File: config.mk
export PLATFORM = sky130hd
export DESIGN_NAME = ctvs_fifo
export DESIGN_NICKNAME = d
export VERILOG_FILES = /design/src/ctvs_fifo.sv
export VERILOG_INCLUDE_DIRS = /design/src /design/src/src
export SDC_FILE = /design/constraint.sdc
export NUM_CORES = 1
export LEC_CHECK = 0
export BUFFER_PORTS_ARGS = -buffer_cell sky130_fd_sc_hd__buf_2
export CORE_ASPECT_RATIO = 1.25
export CORE_MARGIN = 10
export CORE_UTILIZATION = 59
export CTS_BUF_LIST = sky130_fd_sc_hd__clkbuf_16
export DETAILED_ROUTE_END_ITERATION = 10
export MAX_ROUTING_LAYER = met4
export PLACE_DENSITY = 0.81
export REMOVE_ABC_BUFFERS = 1
export SLEW_MARGIN = 5
export SYNTH_ARGS = -nofsm -noshare
export SYNTH_HDL_FRONTEND = slang
export SYNTH_SLANG_ARGS = --single-unit
File: constraint.sdc
create_clock -name i_clk -period 3.24 [get_ports i_clk]
set_input_delay 0.162 -clock i_clk [delete_from_list [all_inputs] [get_ports i_clk]]
set_output_delay 0.162 -clock i_clk [all_outputs]
set_load 0.03 [all_outputs]
File: src/cosine_topk_vector_search_macros.svh
// ----------------------------------------------------------------------------
// Assertion macros for the cosine top-k vector search block
// Assertions compile in simulation and vanish in synthesis.
// ----------------------------------------------------------------------------
`ifndef COSINE_TOPK_VECTOR_SEARCH_MACROS_SVH
`define COSINE_TOPK_VECTOR_SEARCH_MACROS_SVH

`ifndef SYNTHESIS
`define CTVS_ASSERT(lbl, clk, rst_n, prop) \
    lbl: assert property (@(posedge clk) disable iff (!rst_n) prop) \
        else $error("assertion failed");
`define CTVS_NEVER(lbl, clk, rst_n, cond) \
    lbl: assert property (@(posedge clk) disable iff (!rst_n) !(cond)) \
        else $error("forbidden condition seen");
`else
`define CTVS_ASSERT(lbl, clk, rst_n, prop)
`define CTVS_NEVER(lbl, clk, rst_n, cond)
`endif

`endif

File: src/ctvs_fifo.sv
// ----------------------------------------------------------------------------
// ctvs_fifo
// Short register queue that carries finished vector sums to the scorer.
// ----------------------------------------------------------------------------
`include "cosine_topk_vector_search_macros.svh"

module ctvs_fifo #(
    parameter int WIDTH = 8,
    parameter int DEPTH = 4
) (
    input  logic             i_clk,
    input  logic             i_rst_n,
    input  logic             i_push,
    input  logic [WIDTH-1:0] i_data,
    output logic             o_full,
    input  logic             i_pop,
    output logic [WIDTH-1:0] o_data,
    output logic             o_empty
);
    localparam int PTR_W = (DEPTH > 1) ? $clog2(DEPTH) : 1;
    localparam int CNT_W = $clog2(DEPTH + 1);

    logic [WIDTH-1:0] r_mem [DEPTH];
    logic [PTR_W-1:0] r_wr, r_rd;
    logic [CNT_W-1:0] r_cnt;
    logic             do_push, do_pop;

    assign o_full  = (r_cnt == CNT_W'(DEPTH));
    assign o_empty = (r_cnt == '0);
    assign o_data  = r_mem[r_rd];
    assign do_push = i_push && !o_full;
    assign do_pop  = i_pop && !o_empty;

    always_ff @(posedge i_clk) begin
        if (do_push) begin
            r_mem[r_wr] <= i_data;
        end
    end

    always_ff @(posedge i_clk) begin
        if (!i_rst_n) begin
            r_wr  <= '0;
            r_rd  <= '0;
            r_cnt <= '0;
        end else begin
            if (do_push) begin
                r_wr <= (r_wr == PTR_W'(DEPTH - 1)) ? '0 : r_wr + 1'b1;
            end
            if (do_pop) begin
                r_rd <= (r_rd == PTR_W'(DEPTH - 1)) ? '0 : r_rd + 1'b1;
            end
            r_cnt <= r_cnt + CNT_W'(do_push) - CNT_W'(do_pop);
        end
    end

    `CTVS_NEVER(a_no_overflow, i_clk, i_rst_n, r_cnt > CNT_W'(DEPTH))
    `CTVS_ASSERT(a_count_track, i_clk, i_rst_n, (do_push && !do_pop) |=> (r_cnt != '0))

endmodule

==> Word-level counts from Yosys, hierarchy flattened <==
Memories as Yosys holds them, arrays and structs flattened. A register that Yosys moved wholly into a read port is not among the register bits.
Cells that the tools add are included.
{ "op_classes": {"muxes": 6, "reduce_logical": 5, "addsub": 4, "n_eq_ne": 3} }
{ "ops": {"columns": ["operator", "n"], "rows": [
  ["$mux 2", 4],
  ["$add 2x1->2 const B", 2],
  ["$eq 2x2->1 const B", 2],
  ["$add 3x1->3", 1],
  ["$eq 3x3->1 const B", 1],
  ["$logic_not 3->1", 1],
  ["$sub 3x1->3", 1],
  ["$logic_and 1x1->1", 2],
  ["$logic_not 1->1", 2],
  ["$mux 1", 2]
]} }
{ "totals": {"n_memories": 1, "regBits": 7, "inputBits": 12, "mem_bits_rw": 32, "output_inout_bits": 10} }
{ "mem_list": {"columns": ["memory", "words", "word_bits", "rd", "rd_ports_with_merged_regs", "wr", "line_no", "text"], "rows": [
  ["r_mem", 4, 8, 1, 1, 1, "ctvs_fifo.sv:23", "logic [WIDTH-1:0] r_mem [DEPTH];"]
]} }

==> Depth between registers and ports, before layout <==
{ "logic_depth": {"word_depth": 5, "ltp_mapped": 11, "ltp_nobuf": 10} }

==> Worst setup path after synthesis <==
Ideal clock, no wire load.
{ "synth_path": {"path_kind": "flip-flop to flip-flop", "start": "register r_cnt[2]", "end": "register r_cnt[2]", "setup_slack_ns": 1.000, "t_arrival_ns": 2.125, "stages_incl_launch_ff": 12, "required_time_ns": 3.125, "setup_ns": 0.115, "path_cell_list": "dfxtp_1 nor3b_4 nor2b_2 buf_6 inv_1 ha_1 inv_1 ha_1 fa_1 xnor2_1 xnor2_1 and2_1"} }
{ "synth_between": {"elab_chain_cells": 5, "elab_cells_between_ends": 8, "cone_classes": "add/sub: 2; eq/ne: 1; reduce/logical: 5"} }
{ "synth_lines": {"columns": ["element", "line_no", "text"], "rows": [
  ["start, declared", "ctvs_fifo.sv:25", "logic [CNT_W-1:0] r_cnt;"],
  ["start signal, assigned", "ctvs_fifo.sv:52", "r_cnt <= r_cnt + CNT_W'(do_push) - CNT_W'(do_pop);"],
  ["$eq 3x3->1", "ctvs_fifo.sv:28", "assign o_full = (r_cnt == CNT_W'(DEPTH));"],
  ["via o_full", "ctvs_fifo.sv:15", "output logic o_full,"],
  ["$logic_not 1->1", "ctvs_fifo.sv:31", "assign do_push = i_push && !o_full;"],
  ["$logic_and 1x1->1", "ctvs_fifo.sv:31", null],
  ["$add 3x1->3", "ctvs_fifo.sv:52", null],
  ["$sub 3x1->3", "ctvs_fifo.sv:52", null]
]} }
The timed path passes the listed nets, and every way through them passes these cells.
A chain may end at the register's enable or synchronous reset.

==> Worst setup path after layout <==
{ "layout_path": {"start": "register r_cnt[2]", "end": "register r_cnt[2]"} }
{ "layout_between": {"elab_chain_cells": 5, "elab_cells_between_ends": 8, "cone_classes": "add/sub: 2; eq/ne: 1; reduce/logical: 5"} }
{ "layout_lines": {"columns": ["element", "line_no"], "rows": [
  ["$eq 3x3->1", "ctvs_fifo.sv:28"],
  ["$logic_not 1->1", "ctvs_fifo.sv:31"],
  ["$logic_and 1x1->1", "ctvs_fifo.sv:31"],
  ["$add 3x1->3", "ctvs_fifo.sv:52"],
  ["$sub 3x1->3 *", "ctvs_fifo.sv:52"]
]} }
Every way passes the cells marked *; elsewhere a longest branch is shown, timed or not.

==> metrics.txt <==
Seq pwr share=42.0%; post-CTS sizing=0; pin count of the biggest net entering global routing=14; post-route insts no fill=154; hpwl dp=1835 um; final setup vio count=0; hold_buf cts=0; Max H-tree Level=2; 1st-iter DRT viols=51; outcome=finished, final reports clean; sequential area share after synthesis=68.78%; setup_tns=0 ns; Port Buffers=21; Vias/cell=5.442; Placer Congestion=0.7045; metal3 WL=149 um; Reg2Reg Setup Slack=0.89 ns; first-pass GRT wire length=4899 um; crit path time final=2.351 ns; Top Layer Used=met4; Mean Syn Cell Area=17.46 um2; num ports=22; Starting Density=61.90%; Rows=21; residual DRC count=0; Yosys warning total=0; clock power share=33.1%; DP Area=0.001783 mm2; VDD IR-drop max=675.1 uV; CTS tree=built; DR WL/cell=19.38 um; CTS sink count=41; Crit path arrival time=2.52 ns; post-layout instance area=0.001963 mm2; CP Launch Point=r_cnt[2]$_SDFF_PN0_; Core ar.=0.002680 mm2; Layout fillers=176; fin crit share=72.57%; P_sw=511.0 uW; post-synth cell types=21; Setup crit end=r_cnt[2]$_SDFF_PN0_; final WL=2985 um; Switching Fraction=29.76%; Final Skew=0.003238 ns; Area growth syn-to-layout=18.33%; Tot GR Track Use=13.01%; Worst setup SP type=flip-flop; root buf cell=clkbuf_16; clock-pin slew on the worst setup and hold paths=0.06 ns; Pint=1206 uW; Yosys reg bits=41; Worst Reg2Reg Path Length in Cells=10; power per cell area=874.6 mW/mm2; placed cell count=146; RSZ-0062 raised after global routing=false; critical path type=flip-flop to flip-flop; post-synthesis instance total=95; routed vias=838; mapped cell area=0.001659 mm2; multi-input logic area=467.9 um2; final hold viol count=0; initial antenna violation count=0; Worst setup EP type=flip-flop; final core utilization=73.25%; Rel. slew slack=63.86%; Max-cap violations=0; DIE AREA=0.005347 mm2; global route overflow=0; ANT cells=0; hold_sp=i_data[2]; Clock Latency Late Sink=0.28 ns; post-route ant nets=0; fmax=425.3 MHz; layout cell share with drive strength beyond 1=35.83%; r2r endpoint=r_cnt[2]$_SDFF_PN0_; worst hold path class=input pin to flip-flop; crit path max fanout=7; P_leak=0.0007405 uW; met2 wire len=1522 um; postcts setup bufs=0; Slew @ Worst Pin=0.5414 ns; Die Y=79.29 um; Seq. cell area=0.001141 mm2; Comb power frac=24.9%; met1 wire length=1266 um; reg2reg start=r_cnt[2]$_SDFF_PN0_; chip width=67.43 um; Final nets=139; Critical Path RT=3.41 ns; number of global-route vias before repair=984; DRT Pass-1 Iters=4; CTS Buf Count=5; Worst Hold Slack=0.09176 ns; Bufs on Longest Clock Path=2; Pins Over Slew Limit=0
-- layout by cell type (no fill, tap or decap) --
| cell type | netlist | layout |
|---|---|---|
| dfxtp_1 | 9 | 9 |
| and2_2 | 3 | 3 |
| o21ai_0 | 2 | 2 |
| xnor2_1 | 2 | 2 |
| o31ai_2 | 1 | 1 |
| inv_1 | 7 | 7 |
| nor3_1 | 1 | 1 |
| nand3_1 | 2 | 2 |
| nor3b_4 | 1 | 1 |
| nor2b_2 | 1 | 1 |
| buf_2 | 1 | 21 |
| edfxtp_1 | 32 | 32 |
| clkbuf_16 | 0 | 7 |
| nand2_1 | 6 | 6 |
| nor2_1 | 2 | 2 |
| mux4_2 | 8 | 8 |
| fa_1 | 1 | 1 |
| ha_1 | 7 | 7 |
| clkinv_2 | 0 | 1 |
| mux2i_1 | 2 | 2 |
| and2_1 | 4 | 4 |
-- per-layer routing --
| layer | track usage (%) | vias to the layer above |
|---|---|---|
| met1 | 13.86 | 416 |
| met2 | 20.34 | 19 |
| met3 | 4.775 | 6 |
| met5 | - | - |
| li1 | - | 397 |
| met4 | 7.202 | 0 |
-- logic make-up (layout without fill, tap and decap cells) --
| kind of cell | count (synthesis) | in the layout | synth area share [%] |
|---|---|---|---|
| adder cells (fa/ha/maj) | 8 | 8 | 6.485 |
| XOR/XNOR | 2 | 2 | 1.056 |
| AND/OR/NAND/NOR | 20 | 20 | 7.240 |
| flip-flops | 41 | 41 | 68.78 |
| AO/OA/AOI/OAI | 3 | 3 | 1.357 |
| buffers and inverters | 11 | 36 | 3.017 |
| multiplexers | 10 | 10 | 12.07 |
-- registers in the layout (all words and copies together), names as in the netlist, named ones only --
| register | flops |
|---|---|
| r_wr | 2 |
| r_cnt | 3 |
| r_rd | 2 |
| r_mem | 32 |
-- layout make-up --
| class | count | share of cell area [%] |
|---|---|---|
| clock inverter | 1 | 0.2549 |
| multi-input combinational | 43 | 23.84 |
| sequential | 41 | 58.13 |
| inverter | 7 | 1.338 |
| clock buffer | 7 | 8.923 |
| tap | 34 | 2.167 |
| timing repair buffer | 21 | 5.354 |
-- how the worst min path moves through the flow --
stage	to	depth (start not counted)
floorplan	r_mem[0][0]$_DFFE_PP_	0
global placement	r_mem[2][5]$_DFFE_PP_	1
detailed placement	r_mem[0][2]$_DFFE_PP_	1
CTS	r_mem[0][2]$_DFFE_PP_	1
global route	r_mem[1][1]$_DFFE_PP_	1
finish	r_mem[0][2]$_DFFE_PP_	1
-- cells in the mapped netlist --
cell / count / area share [%]
and2_1: 4 / 1.5
and2_2: 3 / 1.4
buf_2: 1 / 0.30
buf_6: 1 / 0.68
clkbuf_1: 2 / 0.45
dfxtp_1: 9 / 11
edfxtp_1: 32 / 58
fa_1: 1 / 1.2
ha_1: 7 / 5.3
inv_1: 7 / 1.6
mux2i_1: 2 / 1.2
mux4_2: 8 / 11
nand2_1: 6 / 1.4
nand3_1: 2 / 0.60
nor2_1: 2 / 0.45
nor2b_2: 1 / 0.53
nor3_1: 1 / 0.30
nor3b_4: 1 / 1.1
o21ai_0: 2 / 0.60
o31ai_2: 1 / 0.75
xnor2_1: 2 / 1.1
-- power by group through the flow --
stage | clock, uW | combinational [uW] | sequential, uW
6_report | 567 | 428 | 722
2_1_floorplan | 0 | 324 | 709
3_5_place_dp | 0 | 427 | 729
3_3_place_gp | 0 | 413 | 722
4_1_cts | 580 | 436 | 724
5_1_grt | 595 | 469 | 732
-- worst max-delay path: stages, from the launching register on --
cell and delay (ns):
dfxtp_1 0.37, nor3b_4 0.18, nor2b_2 0.28, inv_1 0.09
ha_1 0.28, inv_1 0.04, ha_1 0.18, fa_1 0.38
xnor2_1 0.15, xnor2_1 0.13, and2_1 0.16
-- stage by stage --
stage               setup slack (ns)  total power, uW
global route                  0.7759             1796
detailed placement            0.9223             1156
CTS                           0.8819             1740
floorplan                      1.046             1032
global placement               1.023             1135
finish                        0.8888             1717
Note: power is estimated with default switching activity, not from simulation.
