<file path="config.mk">
export PLATFORM = sky130hd
export DESIGN_NAME = ctvs_back
export DESIGN_NICKNAME = d
export VERILOG_FILES = /design/src/ctvs_pkg.sv /design/src/ctvs_back.sv
export VERILOG_INCLUDE_DIRS = /design/src /design/src/src
export SDC_FILE = /design/constraint.sdc
export NUM_CORES = 2
export LEC_CHECK = 0
export BUFFER_PORTS_ARGS = -buffer_cell sky130_fd_sc_hd__buf_2
export CAP_MARGIN = 10
export CELL_PAD_IN_SITES_DETAIL_PLACEMENT = 0
export CELL_PAD_IN_SITES_GLOBAL_PLACEMENT = 1
export CORE_UTILIZATION = 46
export DETAILED_ROUTE_END_ITERATION = 16
export GPL_TIMING_DRIVEN = 0
export PLACE_DENSITY = 0.81
export RECOVER_POWER = 25
export SYNTH_ARGS = -nofsm -noshare
export SYNTH_HDL_FRONTEND = slang
export SYNTH_SLANG_ARGS = --single-unit
</file>
<file path="constraint.sdc">
create_clock -name i_clk -period 12.2 [get_ports i_clk]
set_input_delay 0 -clock i_clk [delete_from_list [all_inputs] [get_ports i_clk]]
set_output_delay 0 -clock i_clk [all_outputs]
set_load 0.05 [all_outputs]
</file>
<file path="src/cosine_topk_vector_search_macros.svh">
// ----------------------------------------------------------------------------
// Assertion macros for the cosine top-k vector search block
// Assertions compile in simulation and vanish in synthesis.
// ----------------------------------------------------------------------------
`ifndef COSINE_TOPK_VECTOR_SEARCH_MACROS_SVH
`define COSINE_TOPK_VECTOR_SEARCH_MACROS_SVH

`ifndef SYNTHESIS
`define CTVS_ASSERT(lbl, clk, rst_n, prop) \
    lbl: assert property (@(posedge clk) disable iff (!rst_n) prop) \
        else $error("assertion failed");
`define CTVS_NEVER(lbl, clk, rst_n, cond) \
    lbl: assert property (@(posedge clk) disable iff (!rst_n) !(cond)) \
        else $error("forbidden condition seen");
`else
`define CTVS_ASSERT(lbl, clk, rst_n, prop)
`define CTVS_NEVER(lbl, clk, rst_n, cond)
`endif

`endif

</file>
<file path="src/ctvs_pkg.sv">
// ----------------------------------------------------------------------------
// ctvs_pkg
// Shared types and constants of the cosine top-k vector search block.
// ----------------------------------------------------------------------------
package ctvs_pkg;

    localparam int DIM_MAX_DEF     = 1024;
    localparam int TOPK_MAX_DEF    = 16;
    localparam int VECTORS_MAX_DEF = 65536;

    localparam int ADDR_W = 4;
    localparam int DATA_W = 32;

    localparam logic [1:0] CFG_DIM_IN_USE   = 2'd0;
    localparam logic [1:0] CFG_TOP_K        = 2'd1;
    localparam logic [1:0] CFG_VECTOR_TOTAL = 2'd2;

    localparam logic [10:0] DIM_RESET   = 11'd1024;
    localparam logic [4:0]  TOPK_RESET  = 5'd16;
    localparam logic [16:0] VTOTAL_RESET = 17'h10000;

    localparam logic OP_QUERY = 1'b0;
    localparam logic OP_DB    = 1'b1;

    typedef struct packed {
        logic               op;
        logic signed [15:0] value;
    } t_in_word;

    typedef struct packed {
        logic [15:0]        match_index;
        logic signed [15:0] match_score;
        logic               last_match;
    } t_out_word;

endpackage

</file>
<file path="src/ctvs_back.sv">
// ----------------------------------------------------------------------------
// ctvs_back
// Scores each finished vector with a shift-add multiplier and a bit-serial
// root search, keeps the sorted best list and emits it at the end of a search.
// ----------------------------------------------------------------------------
`include "cosine_topk_vector_search_macros.svh"

module ctvs_back #(
    parameter int DIM_MAX  = 1024,
    parameter int TOPK_MAX = 16
) (
    input  logic                                     i_clk,
    input  logic                                     i_rst_n,
    input  logic [1+16+3*(32+$clog2(DIM_MAX))-1:0]   i_job,
    input  logic                                     i_job_empty,
    output logic                                     o_job_pop,
    input  logic [$clog2(TOPK_MAX+1)-1:0]            i_k,
    output logic                                     o_empty,
    input  logic                                     i_pop,
    output ctvs_pkg::t_out_word                      o_result
);
    import ctvs_pkg::*;

    localparam int ACC_W  = 32 + $clog2(DIM_MAX);
    localparam int MAG_W  = ACC_W - 1;
    localparam int PROD_W = 2 * MAG_W;
    localparam int SW     = PROD_W + 34;
    localparam int MCNT_W = $clog2(MAG_W);
    localparam int FILL_W = $clog2(TOPK_MAX + 1);

    typedef enum logic [2:0] {
        B_IDLE, B_MUL, B_SRCH_A, B_SRCH_B, B_INSERT, B_EMIT
    } t_bstate;

    t_bstate                 r_state;
    logic                    r_last, r_neg, r_sel;
    logic [15:0]             r_idx;
    logic [MAG_W-1:0]        r_mag, r_mb;
    logic [PROD_W-1:0]       r_ma, r_macc, r_p;
    logic [MCNT_W-1:0]       r_mcnt;
    logic [SW-1:0]           r_t, r_s2, r_u, r_pb, r_cand;
    logic [3:0]              r_bit;
    logic [15:0]             r_s;
    logic signed [15:0]      r_best_score [TOPK_MAX];
    logic [15:0]             r_best_idx   [TOPK_MAX];
    logic [FILL_W-1:0]       r_fill;
    logic                    r_out_valid;
    t_out_word               r_out;

    logic                    j_last;
    logic [15:0]             j_idx;
    logic signed [ACC_W-1:0] j_dot, j_vn, j_qn, j_abs;
    logic [PROD_W-1:0]       macc_next;
    logic [SW-1:0]           u_set;
    logic signed [15:0]      score;
    logic [FILL_W-1:0]       fill_c, pos;
    logic [TOPK_MAX-1:0]     ge_vec;
    logic                    load_out;

    assign {j_last, j_idx, j_dot, j_vn, j_qn} = i_job;
    assign j_abs     = (j_dot < 0) ? -j_dot : j_dot;
    assign o_job_pop = (r_state == B_IDLE) && !i_job_empty;
    assign macc_next = r_mb[0] ? r_macc + r_ma : r_macc;
    assign u_set     = r_u + (r_pb << 1);
    assign o_empty   = !r_out_valid;
    assign o_result  = r_out;
    assign load_out  = (r_state == B_EMIT) && (r_fill != '0) && (!r_out_valid || i_pop);

    // Root search result clamped to the Q1.15 range with the sign of the dot product.
    always_comb begin
        if (r_neg) begin
            score = r_s[15] ? 16'sh8000 : -$signed(r_s);
        end else begin
            score = r_s[15] ? 16'sh7fff : $signed(r_s);
        end
    end

    // The list is sorted, so entries at or above the new score form a prefix.
    always_comb begin
        fill_c = (r_fill > i_k) ? i_k : r_fill;
        for (int i = 0; i < TOPK_MAX; i++) begin
            ge_vec[i] = (FILL_W'(i) < fill_c) && (r_best_score[i] >= score);
        end
        pos = FILL_W'($countones(ge_vec));
    end

    always_ff @(posedge i_clk) begin
        if (!i_rst_n) begin
            r_state     <= B_IDLE;
            r_fill      <= '0;
            r_out_valid <= 1'b0;
        end else begin
            if (i_pop && r_out_valid && !load_out) begin
                r_out_valid <= 1'b0;
            end
            case (r_state)
                B_IDLE: begin
                    if (!i_job_empty) begin
                        r_last <= j_last;
                        r_idx  <= j_idx;
                        r_neg  <= (j_dot < 0);
                        r_mag  <= MAG_W'(j_abs);
                        r_s    <= '0;
                        if (j_qn == '0 || j_vn == '0) begin
                            r_state <= B_INSERT;
                        end else begin
                            r_ma    <= PROD_W'(j_qn[MAG_W-1:0]);
                            r_mb    <= j_vn[MAG_W-1:0];
                            r_macc  <= '0;
                            r_mcnt  <= '0;
                            r_sel   <= 1'b0;
                            r_state <= B_MUL;
                        end
                    end
                end
                B_MUL: begin
                    if (r_mcnt == MCNT_W'(MAG_W - 1)) begin
                        r_mcnt <= '0;
                        r_macc <= '0;
                        if (!r_sel) begin
                            r_p   <= macc_next;
                            r_ma  <= PROD_W'(r_mag);
                            r_mb  <= r_mag;
                            r_sel <= 1'b1;
                        end else begin
                            r_t     <= SW'(macc_next) << 30;
                            r_pb    <= SW'(r_p) << 30;
                            r_s2    <= '0;
                            r_u     <= '0;
                            r_bit   <= 4'd15;
                            r_state <= B_SRCH_A;
                        end
                    end else begin
                        r_macc <= macc_next;
                        r_ma   <= r_ma << 1;
                        r_mb   <= r_mb >> 1;
                        r_mcnt <= r_mcnt + 1'b1;
                    end
                end
                B_SRCH_A: begin
                    // (s + 2^b)^2 * P = s^2*P + s*P*2^(b+1) + P*2^(2b)
                    r_cand  <= r_s2 + r_u + r_pb;
                    r_state <= B_SRCH_B;
                end
                B_SRCH_B: begin
                    if (r_cand <= r_t) begin
                        r_s[r_bit] <= 1'b1;
                        r_s2       <= r_cand;
                        r_u        <= u_set >> 1;
                    end else begin
                        r_u <= r_u >> 1;
                    end
                    r_pb <= r_pb >> 2;
                    if (r_bit == '0) begin
                        r_state <= B_INSERT;
                    end else begin
                        r_bit   <= r_bit - 1'b1;
                        r_state <= B_SRCH_A;
                    end
                end
                B_INSERT: begin
                    if ((FILL_W + 1)'(pos) < (FILL_W + 1)'(i_k)) begin
                        for (int i = 0; i < TOPK_MAX; i++) begin
                            if (FILL_W'(i) == pos) begin
                                r_best_score[i] <= score;
                                r_best_idx[i]   <= r_idx;
                            end else if (FILL_W'(i) > pos && i > 0) begin
                                r_best_score[i] <= r_best_score[(i > 0) ? i - 1 : 0];
                                r_best_idx[i]   <= r_best_idx[(i > 0) ? i - 1 : 0];
                            end
                        end
                        r_fill <= (fill_c < i_k) ? fill_c + 1'b1 : i_k;
                    end else begin
                        r_fill <= fill_c;
                    end
                    r_state <= r_last ? B_EMIT : B_IDLE;
                end
                B_EMIT: begin
                    if (r_fill == '0) begin
                        r_state <= B_IDLE;
                    end else if (load_out) begin
                        r_out_valid       <= 1'b1;
                        r_out.match_index <= r_best_idx[0];
                        r_out.match_score <= r_best_score[0];
                        r_out.last_match  <= (r_fill == FILL_W'(1));
                        for (int i = 0; i + 1 < TOPK_MAX; i++) begin
                            r_best_score[i] <= r_best_score[i + 1];
                            r_best_idx[i]   <= r_best_idx[i + 1];
                        end
                        r_fill <= r_fill - 1'b1;
                        if (r_fill == FILL_W'(1)) begin
                            r_state <= B_IDLE;
                        end
                    end
                end
                default: r_state <= B_IDLE;
            endcase
        end
    end

    `CTVS_NEVER(a_fill_bound, i_clk, i_rst_n, r_fill > FILL_W'(TOPK_MAX))
    `CTVS_ASSERT(a_out_from_emit, i_clk, i_rst_n, $rose(r_out_valid) |-> $past(r_state == B_EMIT))

endmodule

</file>
# Yosys cells after proc, flatten, opt, wreduce, memory -nomap -nowiden
# Memory sizes are Yosys's and may differ from the RTL's.
# Cells that the tools add are included.
[word_totals] ram_bits=512 input_bits=152 ff_bits=961 mem_count=2
[classes] muxes=300 addsub=25 n_bitwise=64 n_eq_ne=33 order_cmp=54 n_reduce_logical=52
[mem_list] memory="r_best_idx" depth=16 width=16 read_ports=16 rd_clocked_by_memory_dff=0 write_ports=16 line_no="ctvs_back.sv:45" text="logic [15:0] r_best_idx [TOPK_MAX];"
[mem_list] memory="r_best_score" depth=16 width=16 read_ports=16 rd_clocked_by_memory_dff=0 write_ports=16 line_no="ctvs_back.sv:44" text="logic signed [15:0] r_best_score [TOPK_MAX];"
[ops] op="16-bit 2-to-1 mux" count=64
[ops] op="116-bit case mux with 2 select lines" count=3
[ops] op="82-bit 2-to-1 mux" count=8
[ops] op="116-bit 2-to-1 mux" count=5
[ops] op="116-bit adder" count=3
[ops] op="82-bit case mux with 2 select lines" count=2
[ops] op="16-bit >= comparator" count=16
[ops] op="41-bit 2-to-1 mux" count=5
[ops] op="1-bit 2-to-1 mux" count=183
[ops] op="116-bit by 112-bit less-or-equal comparator with 1-bit output" count=1
[ops] op="115-bit 2-to-1 mux" count=1
[ops] op="42-bit zero test" count=2
[ops] op="82-bit adder" count=1
[ops] op="41-bit case mux with 2 select lines" count=1
[ops] op="1-bit bitwise OR" count=60
[ops] op="42-bit by 1-bit < comparator with 1-bit output, second input constant" count=1
[ops] op="41-bit negator" count=1
[ops] op="4-bit by 5-bit equality test with 1-bit output, first input constant" count=8
[ops] op="4-bit by 5-bit > comparator with 1-bit output, first input constant" count=8
[ops] op="4-bit by 5-bit < comparator with 1-bit output, first input constant" count=8
[ops] op="16-bit case mux with 2 select lines" count=1
[ops] op="3-bit 2-to-1 mux" count=9
[ops] op="5-bit 2-to-1 mux" count=5
[ops] op="5-bit AND reduction" count=5
[ops] op="53 further kinds" count=127

# Logic depth before layout (Yosys ltp)
[depth] word_depth=18 ltp_mapped=42 mapped_depth_nobuf=39

# Worst setup path after synthesis
# Ideal clock, no wire load.
[synth_path] path_kind="flip-flop to flip-flop" from="register r_s[5]" to="memory r_best_idx[8][0] (netlist: r_best_idx[1][0]), enable pin" setup_ns=0.441 arrival_time_ns=12.073 path_stages_with_launch=39 slack_ns=-0.314 path_buffers=7 required_time_ns=11.759 cell_sequence="edfxtp_1 -> nor4_1 -> nand2_1 -> o31ai_1 -> xnor2_1 -> buf_1 -> clkbuf_1 -> clkbuf_1 -> buf_1 -> ha_1 -> a21oi_1 -> o21ai_0 -> a21oi_1 -> nor2_1 -> nor4_1 -> mux2_2 -> o21ai_0 -> fa_1 -> (+3 left out) -> fa_1 -> ha_1 -> fa_1 -> xnor2_1 -> clkinv_1 -> ha_1 -> a21o_1 -> a21oi_1 -> o21bai_1 -> or3_1 -> clkbuf_1 -> inv_1 -> nand2b_1 -> clkbuf_1 -> o21ai_1 -> clkbuf_1 -> nor2_1 -> a31oi_1"
[synth_lines] element="start: declaration" line_no="ctvs_back.sv:43" text="logic [15:0] r_s;"
[synth_lines] element="start signal: assignment" line_no="ctvs_back.sv:103" text="r_s <= '0;"
[synth_lines] element="start signal: indexed assignment" line_no="ctvs_back.sv:147" text="r_s[r_bit] <= 1'b1;"
[synth_lines] element="end: declaration" line_no="ctvs_back.sv:45"

==> results.txt <==
The worst setup path is captured at a flip-flop. The master of the slowest instance on the critical path is buf_2. The sum of overflow across all layers after global routing is 0. In this run the horizontal extent of the chip is 450.6 um. After technology mapping, the gate count stands at 9312. The top cell types in the final layout, fill and taps aside, are edfxtp_1 (1459), nand2_1 (1293), a21oi_1 (862). The core region is 199900 um^2.

Summed over its instances, the top area cell type makes up 47.33% of the synthesized netlist area. Setup repair after global routing left no endpoint under its margin. The synthesized design spends more area on one cell type than any other, namely edfxtp_1. The final number of hold-violating endpoints came out at 0. The number of DRC violations after detailed-routing iteration 0 is 7529. In this run the tool buffered the top-level ports with 186 buffer cells. The post-placement cell area came out at 97890 um^2. The number of placed I/O pins is 187. The number of synthesized register bits came out at 1468. After legalization and detailed placement, the total HPWL measured 238900 um.

Leaving out fill and tap cells, the most frequent cell in the layout is edfxtp_1. The placed instance count is 12211. The count of nets left with antenna violations once routing finished came out at 0. Each instance of the synthesized netlist takes up on average 9.940 um^2. The number of sinks driven by the clock tree is 1468.

The actual transition at the worst max-transition pin is 2662 ps. The count of pins over their slew limit was 248. The sum of buffers and inverters on the critical path came out at 7. The basic-gate share of the synthesized area counting and, or, nand and nor cells came out at 15.63%. For the worst setup path, the data required time is 12730 ps. The total DRC errors in the routed layout came out at 0. The initial antenna violation count came to 12. Yosys mapped a number of flops with a built-in enable equal to 1459. Summing the sequential cell areas from Yosys gives 47.53% of the chip area. The total number of vias came out at 76384. TritonCTS built the clock tree.

Once the floorplan was initialized, standard cells occupied 46.31% of the core. Of the total synthesized cell area, the portion taken by full adders, half adders and majority gates is 11.73%. Across the VDD grid, the largest voltage drop is 0.1698 mV.

In the post-synthesis netlist, the biggest area contributors are edfxtp_1 (47%), ha_1 (8.8%), nand2_1 (5.3%). The clock skew is 37.15 ps. Wires add up to 308900 um. The top achievable clock speed is 84.85 MHz. The number of levels in the clock H-tree is 4. Among all flip-flop cells after synthesis, the most frequent one is edfxtp_1. The fraction of the mapped netlist area in compound gates is 16.59%. The flow ran to the end, but the final reports show violations.

The kind of cell adding the most delay to the critical path is adder cells. The die height is 450.6 um. The tree is rooted in a clkbuf_16. Max-cap violations in this run came to 8.

The largest stage delay on the critical path came out at 780 ps. The area share of xor/xnor cells in the synthesized design is 3.435%. The number of global-route vias before repair is 75182. The detail-routed via count per cell came out at 5.984. The worst setup path is launched from a flip-flop.

The synthesized cell area came out at 92560 um^2. Clock tree synthesis inserted a total of 169 buffers. No sink is reached through more buffers than the 3 on the longest clock path.

The design draws 15.07 mW. The layout-stage area growth over the synthesis result is 14.13%. The share of flip-flops with an asynchronous set or reset came out at 0%.

The cell area after layout is 105600 um^2. Leaving out filler cells and counting taps, the final layout contains 12765. The fraction of synthesized area in multiplexers is 1.801%. The post-route clock period utilization is 96.61%.

The leakage component of the power came out at 40.81 nW. The startpoint-to-endpoint class of the critical path is flip-flop to flip-flop. The total number of yosys warnings is 0. The post-detailed-route wirelength per cell came out at 24.20 um. Clock-pin slew was measured on the worst setup and hold paths at 60 ps.

The number of core rows came out at 164. The tightest hold margin is 56.56 ps. The clock network latency to the later pin of the worst-skew pair is 840 ps.

For the finished layout, the period the worst path requires is 11790 ps. The power per unit of standard cell area came out at 142.7 nW/um^2. By area, the combinational part of the netlist is dominated by compound AO/OA/AOI/OAI gates.

STA puts the critical path data arrival time at 12310 ps. The pin count of the biggest net entering global routing came out at 109. The floorplan die area is 203000 um^2. In this design, the critical path's most frequently occurring cell is fa_1. The checks that failed: max-capacitance violations, max-slew violations. The number of distinct library cells after synthesis is 81. At the end of the flow, the number of nets in the layout was 10893.

In this run the tightest slew margin relative to its limit is -78.11%. The highest net fanout along the worst path is 35. The first-pass iteration count of the detailed router is 9. The net count after synthesis is 10240. The first global-routing pass estimated 461400 um of wire. The path class of the tightest hold or removal check is input port to flip-flop. The aggregate global-route resource usage came out at 29.86%. The final number of setup-violating endpoints came out at 0.

The placer congestion estimate came out at 0.9858. The summed negative setup slack over all endpoints is 0 ps. The fraction of layout instances using a drive strength above 1 came out at 6.158%.
==> power breakdown <==
group / leakage, nW / switching (mW) / internal, mW / total [mW]
Clock: 2.58 / 2.20 / 2.77 / 4.97
Sequential: 13.7 / 0.201 / 6.07 / 6.27
Combinational: 24.5 / 2.46 / 1.36 / 3.83
Total: 40.8 / 4.86 / 10.2 / 15.1
==> area by class of cell <==
cell class              count  area [um^2]
diodes                      9        22.52
plain buffers             518         2038
clock buffers             207         4436
clock inverters            99        875.8
fillers                 18000        94230
inverters                 291         1126
multi-input cells        7036        45750
flip-flops and latches   1468        43990
well taps                2656         3323
repair buffers            480         4059
repair inverters            1        7.507
==> worst paths after layout <==
kind / from / endpoint / slack [ps] / depth (start not counted)
min: i_job[11] / r_ma[11]$_DFFE_PP_ / 60 / 4
max reg2reg: r_s[5]$_SDFFCE_PN0P_ / r_best_score[1][11]$_DFFE_PP_ / 410 / 36
min reg2reg: r_best_idx[0][13]$_DFFE_PP_ / o_result[30]$_DFFE_PP_ / 500 / 0
max: r_s[5]$_SDFFCE_PN0P_ / r_best_score[1][11]$_DFFE_PP_ / 410 / 36
==> Yosys cell counts, types with 28 or more instances <==
master,count
edfxtp_1,1459
nand2_1,1302
a21oi_1,867
nor2_1,777
o21ai_0,733
ha_1,651
clkbuf_1,495
and2_1,290
inv_1,286
a21o_1,253
xnor2_1,220
nand4_1,200
a31oi_1,174
xor2_1,143
fa_1,125
nor3_1,97
and3_1,93
mux2i_1,90
o21bai_1,81
nand3_1,80
o21a_1,80
mux2_2,68
nand2b_1,66
nor4_1,63
nor2b_1,61
a211oi_1,53
o211ai_1,35
o31ai_1,33
a222oi_1,32
a221o_1,31
or3_1,28
==> timing repair <==
item / in CTS / in global routing
endpoints found under the hold margin: 286 / 0
resized for setup: 75 / 28
endpoints found under the setup margin: 997 / 768
gates cloned: 2 / 0
pin swaps: 2 / 1
hold buffers: 226 / 0
setup buffers: 9 / 1
==> worst register-to-register path: cells and delay by family, from the launching register on <==
kind / cells / cell delay (ps)
compound gates: 7 / 1480
flops: 1 / 480
mux: 1 / 290
fa+ha+maj: 8 / 3520
buf+inv: 7 / 2290
xor+xnor: 1 / 590
simple gates: 12 / 2850
==> metal layers <==
metal  global-route usage [%]  vias to the layer above  share of wire [%]
met1                    37.68                    36749                 40
li1                         -                    35469                  -
met4                    15.64                        6                5.8
met3                    4.229                      838                6.7
met5                        0                        -              0.081
met2                    49.71                     3322                 47
==> cell families (layout without fill, tap and decap cells) <==
logic type / Yosys count / count (layout)
other: 0 / 9
DFF: 1468 / 1468
muxes: 158 / 158
buffers and inverters: 809 / 1596
xor gates and xnor gates: 363 / 363
and+or+nand+nor: 3152 / 3153
adders and majority gates: 797 / 797
AOI/OAI and AO/OA: 2565 / 2565
==> metrics by stage <==
stage | setup slack (ps) | util [%]
final | 414.1 | 52.85
after global routing | 8.013 | 52.85
after CTS | 13.89 | 52.95
after detailed placement | -3925 | 48.98
after global placement | -4862 | 48.44
after floorplan | 344.3 | -
==> state kept, by name, summed over array words and instances, names as in the netlist, 4 cells and up <==
signal / count
r_s: 16
r_u: 115
r_idx: 16
r_s2: 116
r_t: 82
r_macc: 82
r_ma: 82
r_bit: 4
r_mag: 41
r_p: 82
r_mb: 41
r_fill: 5
r_cand: 116
o_result: 33
r_pb: 112
r_best_idx: 256
r_best_score: 256
r_mcnt: 6
(Power assumes the default switching activity.)
